File: src/design/tes_pkg.sv
`timescale 1ns / 1ps

package tes_pkg;

    // Sample and weight widths and the widths that follow from them.
    localparam int SAMPLE_BITS = 16;
    localparam int FAR_BITS    = SAMPLE_BITS + 1;
    localparam int CFG_BITS    = 17;
    localparam int WN_BITS     = CFG_BITS + 1;
    localparam int WF_BITS     = CFG_BITS;
    localparam int FRAC_BITS   = 17;
    localparam int ACC_BITS    = WN_BITS + SAMPLE_BITS + 1;
    localparam int Q_BITS      = ACC_BITS - FRAC_BITS;

    // Center weights in units of 2^-16; the pass weight in units of 2^-17.
    localparam logic [CFG_BITS-1:0] WEIGHT_ONE   = CFG_BITS'(65536);
    localparam logic [CFG_BITS-1:0] WEIGHT_RESET = CFG_BITS'(32768);
    localparam logic [WN_BITS-1:0]  PASS_WEIGHT  = WN_BITS'(1) << FRAC_BITS;

    // Kind of output a task computes.
    typedef logic [1:0] kind_t;
    localparam kind_t KIND_PASS = 2'd0;
    localparam kind_t KIND_EDGE = 2'd1;
    localparam kind_t KIND_MID  = 2'd2;

    // One result to compute: near tap times its weight plus far tap times its weight.
    typedef struct packed {
        kind_t                         kind;
        logic signed [SAMPLE_BITS-1:0] near;
        logic signed [FAR_BITS-1:0]    far;
        logic                          last;
    } task_t;

    // Registered partial products of one result.
    typedef struct packed {
        logic signed [ACC_BITS-1:0] p_near;
        logic signed [ACC_BITS-1:0] p_far;
        logic                       last;
    } prod_t;

endpackage

File: src/design/tes_finish.sv
`timescale 1ns / 1ps

module tes_finish (
    input  logic                                   clk,
    input  logic                                   rst_n,
    input  logic                                   prod_valid,
    output logic                                   prod_ready,
    input  tes_pkg::prod_t                         prod_in,
    output logic                                   out_valid,
    input  logic                                   out_ready,
    output logic signed [tes_pkg::SAMPLE_BITS-1:0] sample_out,
    output logic                                   out_last
);

    localparam logic [tes_pkg::ACC_BITS-1:0] ROUND_HALF =
        tes_pkg::ACC_BITS'(1) << (tes_pkg::FRAC_BITS - 1);

    logic signed [tes_pkg::ACC_BITS-1:0]    acc;
    logic signed [tes_pkg::Q_BITS-1:0]      q;
    logic signed [tes_pkg::SAMPLE_BITS-1:0] sat;
    logic                                   fits;
    logic                                   valid_reg, valid_next;
    logic signed [tes_pkg::SAMPLE_BITS-1:0] sample_reg, sample_next;
    logic                                   last_reg, last_next;

    // Round half up, then floor by the arithmetic shift.
    assign acc  = prod_in.p_near + prod_in.p_far + $signed(ROUND_HALF);
    assign q    = acc[tes_pkg::ACC_BITS-1:tes_pkg::FRAC_BITS];
    assign fits = (q[tes_pkg::Q_BITS-1:tes_pkg::SAMPLE_BITS-1] == '0)
               || (q[tes_pkg::Q_BITS-1:tes_pkg::SAMPLE_BITS-1] == '1);

    always_comb
    begin
        if (fits)
        begin
            sat = q[tes_pkg::SAMPLE_BITS-1:0];
        end
        else if (q[tes_pkg::Q_BITS-1])
        begin
            sat = {1'b1, {(tes_pkg::SAMPLE_BITS-1){1'b0}}};
        end
        else
        begin
            sat = {1'b0, {(tes_pkg::SAMPLE_BITS-1){1'b1}}};
        end
    end

    assign prod_ready = !valid_reg || out_ready;
    assign out_valid  = valid_reg;
    assign sample_out = sample_reg;
    assign out_last   = last_reg;

    always_comb
    begin
        valid_next  = valid_reg;
        sample_next = sample_reg;
        last_next   = last_reg;
        if (prod_ready)
        begin
            valid_next  = prod_valid;
            sample_next = sat;
            last_next   = prod_in.last;
        end
    end

    always_ff @(posedge clk or negedge rst_n)
    begin
        if (!rst_n)
        begin
            valid_reg <= 1'b0;
        end
        else
        begin
            valid_reg <= valid_next;
        end
    end

    always_ff @(posedge clk)
    begin
        sample_reg <= sample_next;
        last_reg   <= last_next;
    end

endmodule

File: config.mk
export PLATFORM = sky130hd
export DESIGN_NAME = tes_finish
export DESIGN_NICKNAME = d
export VERILOG_FILES = /design/src/design/tes_pkg.sv /design/src/design/tes_finish.sv
export SDC_FILE = /design/constraint.sdc
export NUM_CORES = 1
export LEC_CHECK = 0
export BUFFER_PORTS_ARGS = -buffer_cell sky130_fd_sc_hd__clkbuf_2
export CAP_MARGIN = 25
export CORE_UTILIZATION = 45
export DETAILED_ROUTE_END_ITERATION = 16
export PLACE_DENSITY_LB_ADDON = 0.15
export SLEW_MARGIN = 0
export SYNTH_ARGS = -nofsm -noshare
export SYNTH_HDL_FRONTEND = slang
export SYNTH_SLANG_ARGS = --single-unit
File: constraint.sdc
create_clock -name clk -period 1.1 [get_ports clk]
set_input_delay 0.055 -clock clk [delete_from_list [all_inputs] [get_ports clk]]
set_output_delay 0.055 -clock clk [all_outputs]
set_load 0.05 [all_outputs]
==> results of run 1 <==
## power by group
part	switching [uW]	leakage (uW)	internal [uW]
Combinational	2110	0.00184	1710
Clock	209	0.0000288	318
Sequential	44.5	0.000166	999
## area by class of cell
cell class | instances | area share (%)
well taps | 72 | 1.980
flip-flops and latches | 18 | 11.80
inverters | 12 | 0.9901
repair buffers | 167 | 24.31
clock buffers | 4 | 1.210
multi-input cells | 265 | 59.71
## repair_timing
action,4_1_cts,5_1_grt
gates cloned,0,1
gates resized for setup,33,29
endpoints found under the setup margin,17,16
pin swaps,21,21
endpoints found under the hold margin,2,0
hold buffers,2,0
buffers inserted,8,0
## cells in the final DEF (no fill, tap or decap), types with 5 or more instances in the layout
cell type and count:
clkbuf_2 88, buf_4 68, ha_4 34, ha_1 28, nand2_1 23, nor2_1 18, edfxtp_1 17, a21oi_1 16
a21o_1 16, inv_1 12, nand4_1 11, o21ai_0 11, xnor2_1 9, a21oi_2 8, xor2_1 7, o211ai_1 6
nand3_1 6, a211oi_2 5, clkbuf_8 5, buf_6 5
## registers in the layout, summed over array words and instances, names as in the netlist
| register | count |
|---|---|
| out_last | 1 |
| out_valid | 1 |
| sample_out | 16 |
## path summary, 6_finish.rpt
check | start | end | slack (ns) | cells after the start
setup reg to reg | out_valid | sample_out[7] | 0.09 | 2
hold reg to reg | out_valid | out_valid | 0.73 | 3
min in group asynchronous | rst_n | out_valid | 0.13 | 2
max in group asynchronous | rst_n | out_valid | 0.87 | 2
setup / recovery | prod_in[15] | sample_out[4] | -1.28 | 11
hold / removal | prod_valid | out_valid | -0.0001 | 2
## logic make-up after synthesis
logic type	Yosys count	share of synthesized area (%)
AOI/OAI and AO/OA	103	27.40
xor gates and xnor gates	17	5.489
adders and majority gates	65	29.98
buffers and inverters	19	3.367
DFF	18	19.74
and+or+nand+nor	80	14.02
## routing by layer
metal  global-route usage, %  up-vias
met5                       0        -
met4                   6.909        0
met3                   2.629       18
met2                   50.68       88
met1                   26.67     1370
li1                        -     1492
## per-stage QoR
| step | utilization, % | cells | hold slack (ns) |
|---|---|---|---|
| finish | 80.64 | 538 | -0.0001302 |
| global route | 80.64 | 538 | 0.001842 |
| CTS | 76.76 | 537 | 0.001795 |
| detailed placement | 70.33 | 524 | -0.1649 |
| global placement | 70.33 | 524 | -0.1708 |
| floorplan | - | 302 | -0.2406 |
==> results.md, run 1 <==
* Initial antenna violation count at 0
* Number of synthesized flops with an enable pin at 17
* Syn nets at 442
* Mapped Area at 0.002713 mm2
* Vias in the first global route at 2953
* Pwr Density at approximately 1200 mW/mm2
* Floorplan row count at 27
* CP endpoint kind: flop
* Critical path cell sequence: clkbuf_2 > ha_1 > ha_4 > o21ai_0 > o211ai_1 > o211ai_1 > nand3_1 > a21oi_4 > o21ai_4 > buf_12 > a21o_1
* Setup Total Neg Slack at -19.70 ns
* Global-route wire length before repair at 12.50 mm
* Peak supply drop at 0.001262 V
* Max layer used: met4
* Top delay family on crit path: compound AO/OA/AOI/OAI gates
* Slowest CP cell: o211ai_1
* Slew margin rel. at 73.56%
* Synthesized area per cell at around 9 um2
* CTS Buffer Depth at 2
* Largest area contributor in the netlist: ha_1
* DP Worst Slack at -1.651 ns
* Antenna diode count at 0
* FF+latch area at 536.8 um2
* Synth area leaders: ha_1 30%, edfxtp_1 19%, a21oi_1 4.8%
* Post-synthesis sequential area ratio at 19.74%
* Filler cells at 361
* Startpoint types: primary input
* Final Power at about 5400 uW
* GP Congestion at 0.8593
* Root Buffer: clkbuf_8
* Clock period minus worst slack at 2.382 ns
* FFs w/ async S/R, synth at 5.556%
* Drc violations at 0
* Clock Pin Slew Worst Setup and Hold Paths at roughly 0.06 ns
* Latest clock arrival within the worst-skew pair at 0.25 ns
* WL/cell at approximately 15 um
* Die Height at between 70 and 80 um
* GRT Overall Usage at 25.04%
* Core ar. at 0.005642 mm2
* Number of buffers created by CTS at 3
* Fin area at between 0.004 and 0.005 mm2
* Die width at 79.64 um
* Ys Warns at 0
* Worst slew pin tran at 0.3949 ns
* Vias at 2968
* # port buffers at 93
* Num ports at 94
* Final net count at around 600
* Critical path's largest stage delay at between 0.3 and 0.4 ns
* Critical path class: primary input to flop
* Layout cell share with drive strength beyond 1 at a little over half
* Wl on met1 at between 3 and 4 mm
* DP Area at 0.003968 mm2
* Initial Util at 48.08%
* Leading cell type by number of instances after synthesis: ha_1
* Drt pass-1 iters at 4
* CP required at 1.11 ns
* Post-DRT Antenna Nets at 0
* Area Growth Syn to Fin at 67.71%
* Largest net degree at the start of global routing at 16
* Buffers & Inverters on Critical Path at 2
* TritonCTS clock tree: yes
* Multi-input logic area at approximately 0.0027 mm2
* Slew Viols, Final at 0
* Final hold violation count at 1
* Crit path top cell by count: o211ai_1
* Endpoints failing setup at 16
* Critical path fanouts, max at 6
* Max Cap Viol at 0
* Cells after Synth at about 300
* Die footprint at ~0.0063 mm2
* Min Hold Slack at -0.0001302 ns
* Top_reg_cell synth: edfxtp_1
* Setup Skew at 0.001967 ns
* DP HPWL at 6.267 mm
* Max Clk Rate at 0.4198 GHz
* Arrival @ worst endpoint at 2.39 ns
* Pleak at 0.002032 uW
* #FFs+latches synth at 18
* Crit share post-route at 216.5%
* Final WL at 8.232 mm
* Clock sinks at 18
* Run status: complete, but fails checks
* Initial DRC count at 93
* HP Class: primary input to flop
* Wire length on met3 at 241 um
* Area share of the largest cell type after synthesis at 29.98%
* Failing checks: hold timing, setup timing
* RSZ-0062 raised after global routing: yes
* PnR worst setup slack at -1.282 ns
* Routed length on met2 at ~4.5 mm
* Library cells used by synthesis at 51
* H-tree levels at 1
* Most common library cells after synthesis: 65 x ha_1, 26 x a21oi_1, 25 x nand2_1
* Overflow after GRT at 0
* Avg Vias per Cell at 5.517
(Power assumes the default switching activity.)
==> run 2: changes to the inputs <==
--- a/config.mk
+++ b/config.mk
@@ -9,7 +9,9 @@
 export CAP_MARGIN = 25
 export CORE_UTILIZATION = 45
 export DETAILED_ROUTE_END_ITERATION = 16
+export GPL_TIMING_DRIVEN = 0
 export PLACE_DENSITY_LB_ADDON = 0.15
+export SKIP_CTS_REPAIR_TIMING = 1
 export SLEW_MARGIN = 0
 export SYNTH_ARGS = -nofsm -noshare
 export SYNTH_HDL_FRONTEND = slang
==> run 2 against run 1 <==
  * The flow still finishes with violations (hold timing, setup timing)
  * Sequential cell count unchanged
  * Setup slack got worse by 0.11 ns
  * Non-clock buffer count shrank 50
  * First-iteration DRC count decreased by 5.4%
  * Total power shrank 6.9%
  * Combinational power decreased by 9.7%
  * Die area stayed put
  * Design area shrank 8.1%
  * Critical path depth increased by 1
  * Clock-buffer cell count stayed put
  * Largest power group unchanged
==> results.md, run 2 (synthesis results as in run 1) <==
* Run status: complete, but fails checks
* Failing checks: hold timing, setup timing
* WL/cell at 14.60 um (-4.6%)
* Clock share of power at 10.5% (+0.7 points)
* Final Power at 5019 uW (-6.9%)
* Post-DRT Antenna Nets at 0 (unchanged)
* Setup Skew at 0.0005921 ns (-0.001375 ns)
* Worst setup path start: prod_in[3]
* Num ports at 94 (unchanged)
* Antenna diode count at 0 (unchanged)
* Floorplan row count at 27 (unchanged)
* Endpoints failing setup at 16 (unchanged)
* Die Height at 79.64 um (unchanged)
* CP required at 1.11 ns (about the same)
* Global-route wire length before repair at 9.708 mm (-22%)
* Clock period minus worst slack at 2.488 ns (+0.1060 ns)
* Switching Share at 45.19% (+1.4 points)
* Worst slew pin tran at 0.4356 ns (+0.04073 ns)
* Vias at 2800 (-5.7%)
* NetSw at 2268 uW (-3.9%)
* Slew Viols, Final at 0 (unchanged)
* PnR worst setup slack at -1.388 ns (-0.1060 ns)
* Initial antenna violation count at 0 (unchanged)
* Vias in the first global route at 2376 (-20%)
* DP HPWL at 5.295 mm (-16%)
* Max Clk Rate at 0.4019 GHz (-4.3%)
* Max Cap Viol at 0 (unchanged)
* H-tree levels at 1 (unchanged)
* CTS Buffer Depth at 2 (unchanged)
* Critical path class: primary input to flop
* Latest clock arrival within the worst-skew pair at 0.25 ns (about the same)
* Area Growth Syn to Fin at 54.20%
* Final net count at 557 (-8.2%)
* Layout Utilization at 74.14% (-6.5 points)
* Setup Total Neg Slack at -21.06 ns (-1.363 ns)
* Critical path cell sequence: clkbuf_2 > ha_1 > ha_2 > a211oi_2 > o211a_1 > o21ai_4 > o211ai_1 > nand3_1 > a21oi_4 > o21ai_4 > buf_6 > a21o_1
* GRT Overall Usage at 19.08% (-6.0 points)
* Int Pwr at 2751 uW (-9.2%)
* # port buffers at 93 (unchanged)
* Max FFs per register at 16 (unchanged)
* Largest net degree at the start of global routing at 20 (+4)
* Avg Vias per Cell at 5.738 (+4.0%)
* Die width at 79.64 um (unchanged)
* Critical path's largest stage delay at 0.38 ns (about the same)
* Overflow after GRT at 0 (unchanged)
* DP Worst Slack at -1.704 ns (-0.05348 ns)
* Final hold violation count at 1 (unchanged)
* Hold depth at 2 (unchanged)
* Post-Layout Cell Count at 488 (-9.3%)
* Crit path top cell by count: o21ai_4
* Initial DRC count at 88 (-5.4%)
* Most frequent cells in the layout: 90 x clkbuf_2, 37 x ha_4, 24 x ha_1
* GP Congestion at 0.8529 (-0.74%)
* Clock sinks at 18 (unchanged)
* Combinational share of power at 68.7% (-2.2 points)
* Most common cell after layout, fill and taps aside: clkbuf_2
* Crit share post-route at 226.2% (+9.6 points)
* Pwr Density at 1200 mW/mm2 (+1.3%)
* Placed insts at 467 (-11%)
* Die footprint at 0.006343 mm2 (unchanged)
* Slew margin rel. at 70.78% (-2.8 points)
* FF-to-FF Start: out_valid
* TritonCTS clock tree: yes
* Seq pwr share at 20.8% (+1.4 points)
* Core ar. at 0.005642 mm2 (unchanged)
* HP Class: primary input to flop
* RSZ-0062 raised after global routing: yes
* CP endpoint kind: flop
* Drt pass-1 iters at 4 (unchanged)
* Startpoint types: primary input
* Drc violations at 0 (unchanged)
* Hold path startpoint: prod_valid
* Reg2Reg Depth at 2 (unchanged)
* Clock Pin Slew Worst Setup and Hold Paths at 0.06 ns (about the same)
* Critical path fanouts, max at 5 (-1)
* Arrival @ worst endpoint at 2.49 ns (+0.10 ns)
* Min Hold Slack at -0.01198 ns (-0.01185 ns)
* Slowest CP cell: o211ai_1
* Number of buffers created by CTS at 3 (unchanged)
* Root Buffer: clkbuf_8
* Initial Util at 48.08% (unchanged)
* Final WL at 7.124 mm (-13%)
* Pleak at 0.001759 uW (-13%)
* Layout cell share with drive strength beyond 1 at 50.72% (-3.6 points)
* Peak supply drop at 0.001122 V (-11%)
run 2: cell types whose count changed in the layout (fill, tap and decap cells not counted), sizes merged:
cell  delta
buf     -50
run 2: area by class of cell:
type / count / area [um2]
timing repair buffer: 111 / 636.9
fill: 407 / 1459
clock buffer: 4 / 55.05
multi-input combinational: 265 / 2751
tap: 72 / 90.09
sequential: 18 / 536.8
buffer: 6 / 67.56
inverter: 12 / 45.04
run 2: power by group through the flow:
stage          registers, uW  logic (uW)  clock network [uW]
6_report                1040        3450                 527
5_1_grt                 1050        3690                 579
4_1_cts                 1040        2930                 539
3_5_place_dp            1060        2910                   0
3_3_place_gp            1050        2860                   0
2_1_floorplan           1690        1640                   0
run 2: worst paths after layout:
| path | end | slack, ns |
|---|---|---|
| worst max register to register | sample_out[6] | 0.10 |
| worst min register to register | out_last | 0.62 |
| min in group asynchronous | out_valid | 0.12 |
| worst min-delay path | out_valid | -0.01 |
| max in group asynchronous | out_valid | 0.89 |
| worst max-delay path | sample_out[8] | -1.39 |
run 2: routing by layer:
metal | vias to the layer above | share of wire [%] | global-route usage [%]
met1 | 1328 | 41 | 22.01
met3 | 8 | 3.8 | 2.743
met4 | 0 | 0.98 | 2.364
li1 | 1387 | - | -
met2 | 77 | 54 | 37.35
met5 | - | 0 | 0
run 2: through the flow:
| stage | area, um2 | hold WS (ns) |
|---|---|---|
| after detailed placement | 3525 | -0.1696 |
| after floorplan | 2969 | -0.2406 |
| after global routing | 4183 | -0.001289 |
| after global placement | 3525 | -0.1703 |
| final | 4183 | -0.01198 |
| after CTS | 3580 | -0.4438 |
run 2: critical path, delay by kind of cell:
family          cells  cell delay (ns)
buf+inv             2             0.22
simple gates        1             0.22
fa+ha+maj           2             0.48
compound gates      7             1.51
==> run 3: changes to the inputs <==
==> constraint.sdc (replaced) <==
create_clock -name clk -period 2.1 [get_ports clk]
set_input_delay 0.105 -clock clk [delete_from_list [all_inputs] [get_ports clk]]
set_output_delay 0.105 -clock clk [all_outputs]
set_load 0.05 [all_outputs]
==> run 3 against run 2 <==
  * The run ends with setup timing left
  * Design area is 10% lower
  * Clock-buffer cell count unchanged
  * Register-to-register slack improved by 0.64 ns
  * Via count shrank 2.3%
  * Sequential power is 48% lower
  * Worst hold slack better by 0.044 ns
  * Cell count down 1.4%
  * Largest cell class unchanged
  * Highest routed layer unchanged
==> results.md, run 3 (synthesis results as in run 1) <==
* NetSw at 1127 uW (-50%)
* Clock Pin Slew Worst Setup and Hold Paths at 0.07 ns (about the same)
* Root Buffer: clkbuf_8
* Core ar. at 0.005642 mm2 (unchanged)
* Endpoints failing setup at 15 (-1)
* Floorplan row count at 27 (unchanged)
* Latest clock arrival within the worst-skew pair at 0.25 ns (about the same)
* Max Clk Rate at 0.3956 GHz
* Critical path class: primary input to flop
* GP Congestion at 0.8466 (-0.74%)
* H-tree levels at 1 (unchanged)
* DP Worst Slack at -0.7817 ns (+0.9225 ns)
* DP HPWL at 5.347 mm (+0.98%)
* Internal reg-to-reg setup slack at 0.74 ns (+0.64 ns)
* Int Pwr at 1312 uW (-52%)
* Post-Layout Cell Count at 481 (-1.4%)
* Drt pass-1 iters at 4 (unchanged)
* Num ports at 94 (unchanged)
* CP endpoint kind: flop
* Pleak at 0.001699 uW (-3.4%)
* FF-to-FF Start: out_valid
* Arrival @ worst endpoint at 2.53 ns (+0.04 ns)
* Switching Share at 46.20% (+1.0 points)
* Die footprint at 0.006343 mm2 (unchanged)
* Most frequent cells in the layout: 90 x clkbuf_2, 46 x ha_1, 25 x nand2_1
* Slowest CP cell: a211oi_4
* Clock sinks at 18 (unchanged)
* Filler cells at 477 (+17%)
* Crit share post-route at 120.4%
* Drc violations at 0 (unchanged)
* Clock period minus worst slack at around 2.5 ns
* Most common cell after layout, fill and taps aside: clkbuf_2
* Run status: complete, but fails checks
* Final net count at 550 (-1.3%)
* HP Class: primary input to flop
* Final hold violation count at 0 (-1)
* Peak supply drop at 0.0005606 V (-50%)
* Fin area at 0.003755 mm2 (-10%)
* Max Cap Viol at 0 (unchanged)
* Setup Skew at 0.004441 ns (+0.003849 ns)
* PnR worst setup slack at -0.4275 ns (+0.9604 ns)
* Post-DRT Antenna Nets at 0 (unchanged)
* Initial DRC count at 84 (-4.5%)
* Slew margin rel. at 43.07% (-28 points)
* WL/cell at 13.79 um (-5.6%)
* GRT Overall Usage at 20.46% (+1.4 points)
* Initial Util at 48.08% (unchanged)
* Antenna diode count at 0 (unchanged)
* Combinational share of power at 67.8% (-0.9 points)
* RSZ-0062 raised after global routing: yes
* Placed insts at 467 (unchanged)
* Startpoint types: primary input
* Worst setup path start: prod_in[5]
* Layout cell share with drive strength beyond 1 at 41.81% (-8.9 points)
* Worst R2R End: sample_out[10]
* Vias at 2737 (-2.3%)
* Worst Hold Path EP: out_last
* Critical path's largest stage delay at 0.34 ns (-0.04 ns)
* Reg2Reg Depth at 1 (-1)
* Setup Total Neg Slack at -5.945 ns (+15.12 ns)
* Failing checks: setup timing
* # port buffers at 93 (unchanged)
* Area Growth Syn to Fin at 38.42%
* Critical path cell sequence: buf_6 > ha_4 > ha_4 > o21a_1 > o311a_1 > a211oi_4 > o21ai_4 > a311oi_2 > a221o_2 > o21ai_4 > buf_6 > a21o_1
* Seq pwr share at 22.4% (+1.6 points)
* Hold depth at 1 (-1)
* Clock share of power at 9.9% (-0.6 points)
* DP Area at 0.003329 mm2 (-5.5%)
* Critical path fanouts, max at 5 (unchanged)
* Overflow after GRT at 0 (unchanged)
* CTS Buffer Depth at 2 (unchanged)
* Number of buffers created by CTS at 3 (unchanged)
* Die width at 79.64 um (unchanged)
* Worst slew pin tran at 0.8540 ns (+0.4184 ns)
* TritonCTS clock tree: yes
* Hold path startpoint: prod_in[0]
* CP required at 2.11 ns (+1.00 ns)
* Max FFs per register at 16 (unchanged)
* Largest net degree at the start of global routing at 20 (unchanged)
* Avg Vias per Cell at 5.690 (-0.83%)
* Initial antenna violation count at 0 (unchanged)
* Global-route wire length before repair at 10.46 mm (+7.7%)
* Die Height at 79.64 um (unchanged)
* Vias in the first global route at 2598 (+9.3%)
* Final WL at 6.631 mm (-6.9%)
* Slew Viols, Final at 0 (unchanged)
* Min Hold Slack at 0.03231 ns (+0.04429 ns)
* Pwr Density at 649.5 mW/mm2 (-46%)
run 3: cell count changes in the layout (fill, tap and decap cells not counted), moves of 3 or more:
cell     previous run  this run
ha_4               37        13
ha_1               24        46
buf_4              15         7
nor3_1              3         6
nand2_1            21        25
buf_2               0         4
nand2_2             4         0
run 3: how the worst max path moves through the flow:
stage,to,slack [ns]
2_1_floorplan,sample_out[8],-0.40
3_3_place_gp,sample_out[5],-0.74
3_5_place_dp,sample_out[7],-0.78
4_1_cts,sample_out[7],-0.51
5_1_grt,sample_out[7],-0.51
6_report,sample_out[7],-0.43
run 3: power groups by stage:
stage | combinational (uW) | clock (uW) | sequential, uW
final | 1650 | 241 | 545
after global routing | 1790 | 262 | 554
after CTS | 1440 | 244 | 548
after detailed placement | 1440 | 0 | 555
after global placement | 1420 | 0 | 553
after floorplan | 777 | 0 | 887
run 3: per-stage QoR:
step	utilization, %	total power [uW]
CTS	59.81	2236
finish	66.56	2439
global placement	59.02	1969
floorplan	-	1664
detailed placement	59.02	1993
global route	66.56	2605
run 3: final cells by class:
type / count / area, um2 / area share (%)
inverter: 12 / 45.04 / 1.200
sequential: 18 / 535.5 / 14.26
clock buffer: 4 / 45.04 / 1.200
timing repair buffer: 103 / 575.6 / 15.33
multi-input combinational: 265 / 2407 / 64.11
tap: 72 / 90.09 / 2.399
buffer: 7 / 56.30 / 1.500
run 3: layer usage:
layer  routed length (um)  GRT usage (%)  share of wire [%]  vias to the layer above
met1                 2767          22.53                 42                     1257
met2                 3483          39.83                 53                       92
met3                  267          2.514                4.0                       12
met4                  113          6.545                1.7                        0
li1                     -              -                  -                     1376
met5                    0              0                  0                        -
run 3: worst max-delay path, delay by kind of cell:
kind | cells | cell delay [ns]
AOI/OAI and AO/OA | 8 | 1.75
adders and majority gates | 2 | 0.44
buffers and inverters | 2 | 0.24
